$ cat config.mk
export PLATFORM = sky130hd
export DESIGN_NAME = sorted_byte_queue
export DESIGN_NICKNAME = d
export VERILOG_FILES = /design/src/rtl/core/sbq_pkg.sv /design/src/rtl/core/sbq_ram.sv /design/src/rtl/core/sbq_front.sv /design/src/rtl/core/sbq_back.sv /design/src/rtl/core/sorted_byte_queue.sv
export SDC_FILE = /design/constraint.sdc
export NUM_CORES = 2
export LEC_CHECK = 0
export BUFFER_PORTS_ARGS = -buffer_cell sky130_fd_sc_hd__buf_2
export CORE_ASPECT_RATIO = 1.1
export CORE_UTILIZATION = 25
export CTS_BUF_LIST = sky130_fd_sc_hd__clkbuf_8
export CTS_CLUSTER_DIAMETER = 150
export CTS_CLUSTER_SIZE = 14
export DETAILED_ROUTE_END_ITERATION = 8
export GPL_ROUTABILITY_DRIVEN = 0
export PLACE_DENSITY = 0.46
export SYNTH_ARGS = -nofsm -noshare
export SYNTH_HDL_FRONTEND = slang
export SYNTH_SLANG_ARGS = --single-unit
$ cat constraint.sdc
create_clock -name clk_i -period 18.75 [get_ports clk_i]
set_input_delay 3.75 -clock clk_i [delete_from_list [all_inputs] [get_ports clk_i]]
set_output_delay 3.75 -clock clk_i [all_outputs]
set_load 0.05 [all_outputs]
$ cat src/rtl/core/sbq_pkg.sv
// Shared types and constants for the sorted byte queue.
package sbq_pkg;

  localparam int unsigned CapacityDefault = 1024;
  localparam int unsigned NumBins         = 256;
  localparam int unsigned BinW            = 8;

  typedef enum logic [0:0] {
    OP_INSERT = 1'b0,
    OP_POP    = 1'b1
  } op_e;

  typedef struct packed {
    op_e             op;
    logic [BinW-1:0] value;
  } item_t;

endpackage

$ cat src/rtl/core/sbq_ram.sv
// Generic single-write, single-read RAM with registered read data.
module sbq_ram #(
  parameter int unsigned Width = 8,
  parameter int unsigned Depth = 256
) (
  input  logic                     clk_i,
  input  logic                     we_i,
  input  logic [$clog2(Depth)-1:0] waddr_i,
  input  logic [Width-1:0]         wdata_i,
  input  logic                     re_i,
  input  logic [$clog2(Depth)-1:0] raddr_i,
  output logic [Width-1:0]         rdata_o
);

  logic [Width-1:0] mem_q [Depth];
  logic [Width-1:0] rdata_q;

  always_ff @(posedge clk_i) begin
    if (we_i) begin
      mem_q[waddr_i] <= wdata_i;
    end
    if (re_i) begin
      rdata_q <= mem_q[raddr_i];
    end
  end

  assign rdata_o = rdata_q;

endmodule

$ cat src/rtl/core/sbq_front.sv
// Front end: accepts requests, decodes them and queues them for the back end.
module sbq_front (
  input  logic          clk_i,
  input  logic          rst_ni,
  input  logic          in_valid_i,
  output logic          in_ready_o,
  input  logic          opcode_i,
  input  logic [7:0]    byte_value_i,
  output logic          item_valid_o,
  input  logic          item_ready_i,
  output sbq_pkg::item_t item_o
);
  import sbq_pkg::*;

  item_t      slot_q [2];
  logic       wptr_q, rptr_q;
  logic [1:0] count_q;
  item_t      decoded;
  logic       push, pop;

  always_comb begin
    decoded.op    = op_e'(opcode_i);
    // pops carry no byte
    decoded.value = (decoded.op == OP_INSERT) ? byte_value_i : '0;
  end

  assign in_ready_o   = (count_q != 2'd2);
  assign item_valid_o = (count_q != 2'd0);
  assign item_o       = slot_q[rptr_q];
  assign push         = in_valid_i && in_ready_o;
  assign pop          = item_valid_o && item_ready_i;

  always_ff @(posedge clk_i) begin
    if (push) begin
      slot_q[wptr_q] <= decoded;
    end
  end

  always_ff @(posedge clk_i or negedge rst_ni) begin
    if (!rst_ni) begin
      wptr_q  <= 1'b0;
      rptr_q  <= 1'b0;
      count_q <= 2'd0;
    end else begin
      if (push) wptr_q <= ~wptr_q;
      if (pop)  rptr_q <= ~rptr_q;
      case ({push, pop})
        2'b10:   count_q <= count_q + 2'd1;
        2'b01:   count_q <= count_q - 2'd1;
        default: count_q <= count_q;
      endcase
    end
  end

endmodule

$ cat src/rtl/core/sbq_back.sv
// Back end: count memory, occupancy map and result register.
module sbq_back #(
  parameter int unsigned Capacity = sbq_pkg::CapacityDefault
) (
  input  logic           clk_i,
  input  logic           rst_ni,
  input  logic           item_valid_i,
  output logic           item_ready_o,
  input  sbq_pkg::item_t item_i,
  output logic           out_valid_o,
  input  logic           out_ready_i,
  output logic [7:0]     out_value_o,
  output logic           is_empty_o,
  output logic           overflowed_o
);
  import sbq_pkg::*;

  localparam int unsigned CntW = $clog2(Capacity + 1);

  typedef enum logic [1:0] {
    S_IDLE,
    S_INS,
    S_POP
  } state_e;

  // lowest set bit, found as lowest nonzero group of 16, then bit in group
  function automatic logic [BinW-1:0] lowest_bin(input logic [NumBins-1:0] bm);
    logic [15:0] grp;
    logic [15:0] sel;
    logic [3:0]  g;
    logic [3:0]  b;
    for (int j = 0; j < 16; j++) begin
      grp[j] = |bm[j*16 +: 16];
    end
    g = 4'd0;
    for (int j = 15; j >= 0; j--) begin
      if (grp[j]) g = 4'(j);
    end
    sel = bm[g*16 +: 16];
    b = 4'd0;
    for (int j = 15; j >= 0; j--) begin
      if (sel[j]) b = 4'(j);
    end
    return {g, b};
  endfunction

  state_e              state_q;
  logic [NumBins-1:0]  occ_q;
  logic [CntW-1:0]     total_q;
  logic                ovf_q;
  logic [BinW-1:0]     bin_q;
  logic                out_valid_q;
  logic [7:0]          out_value_q;
  logic                out_empty_q;
  logic                out_ovf_q;

  logic                out_space, take, full, held;
  logic [BinW-1:0]     low_bin;
  logic                ram_we, ram_re;
  logic [BinW-1:0]     ram_raddr;
  logic [CntW-1:0]     ram_wdata, ram_rdata, cur_cnt;

  assign out_space = !out_valid_q || out_ready_i;
  assign full      = (total_q >= CntW'(Capacity));
  assign held      = (total_q != '0);
  assign low_bin   = lowest_bin(occ_q);

  // an empty pop answers at once and needs room in the result register
  assign item_ready_o = (state_q == S_IDLE) &&
                        (item_i.op == OP_INSERT || held || out_space);
  assign take = item_valid_i && item_ready_o;

  // a bin whose map bit is clear has never been written or was drained
  assign cur_cnt = occ_q[bin_q] ? ram_rdata : '0;

  always_comb begin
    ram_re    = take && ((item_i.op == OP_INSERT) ? !full : held);
    ram_raddr = (item_i.op == OP_INSERT) ? item_i.value : low_bin;
    ram_we    = (state_q == S_INS) || (state_q == S_POP && out_space);
    ram_wdata = (state_q == S_INS) ? cur_cnt + CntW'(1) : ram_rdata - CntW'(1);
  end

  sbq_ram #(
    .Width (CntW),
    .Depth (NumBins)
  ) u_counts (
    .clk_i   (clk_i),
    .we_i    (ram_we),
    .waddr_i (bin_q),
    .wdata_i (ram_wdata),
    .re_i    (ram_re),
    .raddr_i (ram_raddr),
    .rdata_o (ram_rdata)
  );

  always_ff @(posedge clk_i or negedge rst_ni) begin
    if (!rst_ni) begin
      state_q     <= S_IDLE;
      occ_q       <= '0;
      total_q     <= '0;
      ovf_q       <= 1'b0;
      bin_q       <= '0;
      out_valid_q <= 1'b0;
      out_value_q <= '0;
      out_empty_q <= 1'b0;
      out_ovf_q   <= 1'b0;
    end else begin
      if (out_valid_q && out_ready_i) out_valid_q <= 1'b0;
      case (state_q)
        S_IDLE: begin
          if (take) begin
            if (item_i.op == OP_INSERT) begin
              if (full) begin
                ovf_q <= 1'b1;
              end else begin
                bin_q   <= item_i.value;
                state_q <= S_INS;
              end
            end else if (!held) begin
              out_valid_q <= 1'b1;
              out_value_q <= '0;
              out_empty_q <= 1'b1;
              out_ovf_q   <= ovf_q;
            end else begin
              bin_q   <= low_bin;
              state_q <= S_POP;
            end
          end
        end
        S_INS: begin
          occ_q[bin_q] <= 1'b1;
          total_q      <= total_q + CntW'(1);
          state_q      <= S_IDLE;
        end
        S_POP: begin
          if (out_space) begin
            if (ram_rdata == CntW'(1)) occ_q[bin_q] <= 1'b0;
            total_q     <= total_q - CntW'(1);
            out_valid_q <= 1'b1;
            out_value_q <= bin_q;
            out_empty_q <= 1'b0;
            out_ovf_q   <= ovf_q;
            state_q     <= S_IDLE;
          end
        end
        default: state_q <= S_IDLE;
      endcase
    end
  end

  assign out_valid_o  = out_valid_q;
  assign out_value_o  = out_value_q;
  assign is_empty_o   = out_empty_q;
  assign overflowed_o = out_ovf_q;

endmodule

$ cat src/rtl/core/sorted_byte_queue.sv
// Sorted byte queue: front request queue plus count-memory back end.
// A pop request passes the front request queue, the count RAM read and the result
// register in turn; a pop on an empty store skips the count RAM read.
// The back end takes no new request during a count RAM read-modify-write, which a pop
// holds until the result register has room; an empty pop or a dropped insert needs none.
// A 2-entry request queue keeps in_ready_o high while the back end is busy, until it fills.
// Reset clears flags, counters and the occupancy map; the map marks which count
// RAM entries hold data, so there is no clearing pass.
module sorted_byte_queue #(
  parameter int unsigned CAPACITY = sbq_pkg::CapacityDefault
) (
  input  logic       clk_i,
  input  logic       rst_ni,
  input  logic       in_valid_i,
  output logic       in_ready_o,
  input  logic       opcode_i,
  input  logic [7:0] byte_value_i,
  output logic       out_valid_o,
  input  logic       out_ready_i,
  output logic [7:0] out_value_o,
  output logic       is_empty_o,
  output logic       overflowed_o
);
  import sbq_pkg::*;

  logic  item_valid, item_ready;
  item_t item;

  sbq_front u_front (
    .clk_i        (clk_i),
    .rst_ni       (rst_ni),
    .in_valid_i   (in_valid_i),
    .in_ready_o   (in_ready_o),
    .opcode_i     (opcode_i),
    .byte_value_i (byte_value_i),
    .item_valid_o (item_valid),
    .item_ready_i (item_ready),
    .item_o       (item)
  );

  sbq_back #(
    .Capacity (CAPACITY)
  ) u_back (
    .clk_i        (clk_i),
    .rst_ni       (rst_ni),
    .item_valid_i (item_valid),
    .item_ready_o (item_ready),
    .item_i       (item),
    .out_valid_o  (out_valid_o),
    .out_ready_i  (out_ready_i),
    .out_value_o  (out_value_o),
    .is_empty_o   (is_empty_o),
    .overflowed_o (overflowed_o)
  );

  a_empty_zero: assert property (@(posedge clk_i) disable iff (!rst_ni)
    out_valid_o && is_empty_o |-> out_value_o == 8'd0)
    else $error("empty pop returned nonzero value");

  a_ovf_sticky: assert property (@(posedge clk_i) disable iff (!rst_ni)
    out_valid_o && out_ready_i && overflowed_o |=> !out_valid_o || overflowed_o)
    else $error("overflow flag cleared");

endmodule

==> impl_metrics.toml <==
[run_status]
outcome = "finished, violations left"
violations = "max-capacitance violations, max-slew violations"

[timing]
slew_headroom_pct = -4.45
setup_violations = 0
fmax_mhz = 94.1
finClkSkew_ns = 0.0986
tns_ns = 0
fin_hold_ws_ns = 0.498
drv_slew = 3
tightest_slew_ns = 1.55
rsz0062_at_grt = "no"
min_period_over_period_pct = 56.7
hold_viol = 0
min_period_ns = 10.62

[floorplan]
die_w_um = 689
ios = 25
core_region_area_mm2 = 0.517
die_area_mm2 = 0.522
die_h_um = 757
rows = 277
start_util_pct = 25.1

[clock_tree]
post_cts_resized = 0
path_clk_slew_ns = 0.11
post_cts_buffers = 0
root_buffer = "clkbuf_8"
hold_buffers = 0
cts.htree.levels = 5
cts_buffers = 262
clock_latency_ns = 1.16
cts_tree = "yes"
clockBufferDepth = 4
clkSinkCount = 3138

[logic_synthesis]
ys_seq_area_share_pct = 71.5
ys_types = 103
syn_inst = 9751
synth_flop_cell = "edfxtp_1"
syn_area_per_cell_um2 = 13.3
syn_nets = 9778
synth_edf_count = 2845
yosysWarningCount = 0
yosys_register_bits = 3138
async_flop_share_pct = 9.34
syn-cell-area_mm2 = 0.130

[critical_path]
crit_top_cell = "buf_4"
slowest_delay_ns = 1.20
crit_type = "flip-flop to flip-flop"
path_cells = "nor4_1 > nand4_1 > or3_1 > a221oi_4 > a21o_4 > buf_4 > mux4_2 > a221oi_2 > nand3_1 > nor2b_1 > and3_1 > o21ai_4 > buf_4 > a22oi_2 > buf_4 > buf_4 > a221oi_1 > a32oi_1 > nand3_1 > o21ai_0 > o22ai_1"
cp.required_ns = 19.56
start_kind = "flip-flop"
crit_path_end_kind = "flip-flop"
cp_max_fo = 69
arrival_ns = 11.43
slowest_stage = "o21ai_0"

[finish]
final_common_cell = "edfxtp_1"
final_cell_mix = "edfxtp_1 (2,845), nand2_1 (2,108), nand3_1 (722)"
syn2layout_area_growth_pct = 10.3
multi_input_area_mm2 = 0.0341
regArea_mm2 = 0.0928
layout-drive-gt1-share_pct = 10.2
fillers = 52998
final_util_pct = 27.7
instances_no_fill = 16683
layout.nets = 9820

[grt]
grt_max_degree = 201
antenna_found_initial = 18
met1_usage_pct = 23.6
use_met3_pct = 1.96
grt_pass1_vias = 80861
met2_usage_pct = 28.9
track_usage_pct = 17.5
grt_busiest_layer = "met2"
overflow = 0
grt_pass1_wl_um = 658000

[detailed_routing]
antenna_left = 0
wire_per_inst_um = 28.3
vias = 84008
avgViaCountPerCell = 5.04
drc = 0
wl_um = 472000
drt-initial-drc-count = 8763
dr.pass1.iters = 6

[placed_design]
hpwlAfterDp_um = 285000
placed_cells = 16364
io_buffers = 24

[job]
maxCapViolCount = 2

[min_path]
hold_class = "flip-flop to flip-flop"
[critical path: cells and delay by family (launching register included)]
family	cells	cell delay, ns
AO/OA/AOI/OAI	9	4.03
multiplexers	1	0.63
buffers and inverters	4	2.60
AND/OR/NAND/NOR	7	2.40
flip-flops	1	0.44
[cells by family (layout without fill, tap and decap cells)]
kind of cell	Yosys count	in the layout	synth area share, %
fa+ha+maj	14	14	0.141
xor+xnor	13	13	0.0878
other cells	0	9	0
buf+inv	698	786	2.71
compound gates	1417	1417	7.34
flops	3138	3138	71.5
simple gates	3964	3964	13.1
mux	507	507	5.08
[final timing paths]
kind,start,end,slack (ns),depth (start not counted)
setup / recovery,flip-flop,u_back.u_counts.rdata_o[4],8.13,21
hold / removal,u_back.ovf_q,u_back.ovf_q,0.50,1
setup reg to reg,flip-flop,u_back.u_counts.rdata_o[4],8.13,21
hold reg to reg,u_back.ovf_q,u_back.ovf_q,0.50,1
max in group asynchronous,rst_ni,u_back.bin_q[0],14.63,2
min in group asynchronous,rst_ni,async pin,2.69,1
[per-stage QoR]
stage | worst slack (ns) | area, um^2
floorplan | 3.75 | 130000
global placement | 8.20 | 139000
detailed placement | 8.34 | 139000
CTS | 8.24 | 143000
global route | 7.83 | 143000
finish | 8.13 | 143000
[flip-flops by register name, summed over array words and instances, names as in the netlist, named ones only]
register,count
u_back.out_valid_o,1
u_back.out_value_o,8
u_back.bin_q,8
u_back.total_q,11
u_back.u_counts.rdata_o,11
u_front.wptr_q,1
u_back.u_counts.mem_q,2816
u_back.overflowed_o,1
u_front.rptr_q,1
u_back.state_q,2
u_back.ovf_q,1
u_back.is_empty_o,1
u_front.slot_q,18
u_front.count_q,2
[routing by layer]
metal	vias up	wire (um)	share of wire, %
met5	-	34	0.0072
met4	6	19900	4.2
met3	649	25600	5.4
met2	2975	224000	48
met1	43928	202000	43
li1	36450	-	-
[Yosys cell counts, drive strengths merged, types with 33 or more instances]
| master | number | area (um^2) |
|---|---|---|
| and3 | 76 | 475 |
| a21oi | 409 | 2050 |
| nor2 | 673 | 2530 |
| nor3 | 37 | 210 |
| nand2 | 2128 | 7990 |
| edfxtp | 2845 | 85400 |
| a32o | 33 | 330 |
| clkbuf | 264 | 991 |
| o2111ai | 56 | 490 |
| a221oi | 54 | 522 |
| nand3 | 730 | 3650 |
| a31oi | 371 | 2320 |
| a211oi | 59 | 470 |
| a32oi | 124 | 1090 |
| mux2i | 374 | 3740 |
| nor4 | 89 | 618 |
| nand4 | 129 | 813 |
| dfrtp | 293 | 7330 |
| o211ai | 35 | 268 |
| o21ai | 94 | 478 |
| buf | 408 | 2430 |
| mux4 | 120 | 2700 |
[final cells by class]
cell class | count | share of cell area [%]
clock buffer | 268 | 2.58
multi-input combinational | 5915 | 23.8
inverter | 26 | 0.0735
antenna | 9 | 0.0157
clock inverter | 42 | 0.192
timing repair buffer | 450 | 2.48
sequential | 3138 | 64.9
tap | 6835 | 5.98
Power is not shown: default switching activity piles up to over one toggle a cycle in this logic, so the estimate is an artifact.
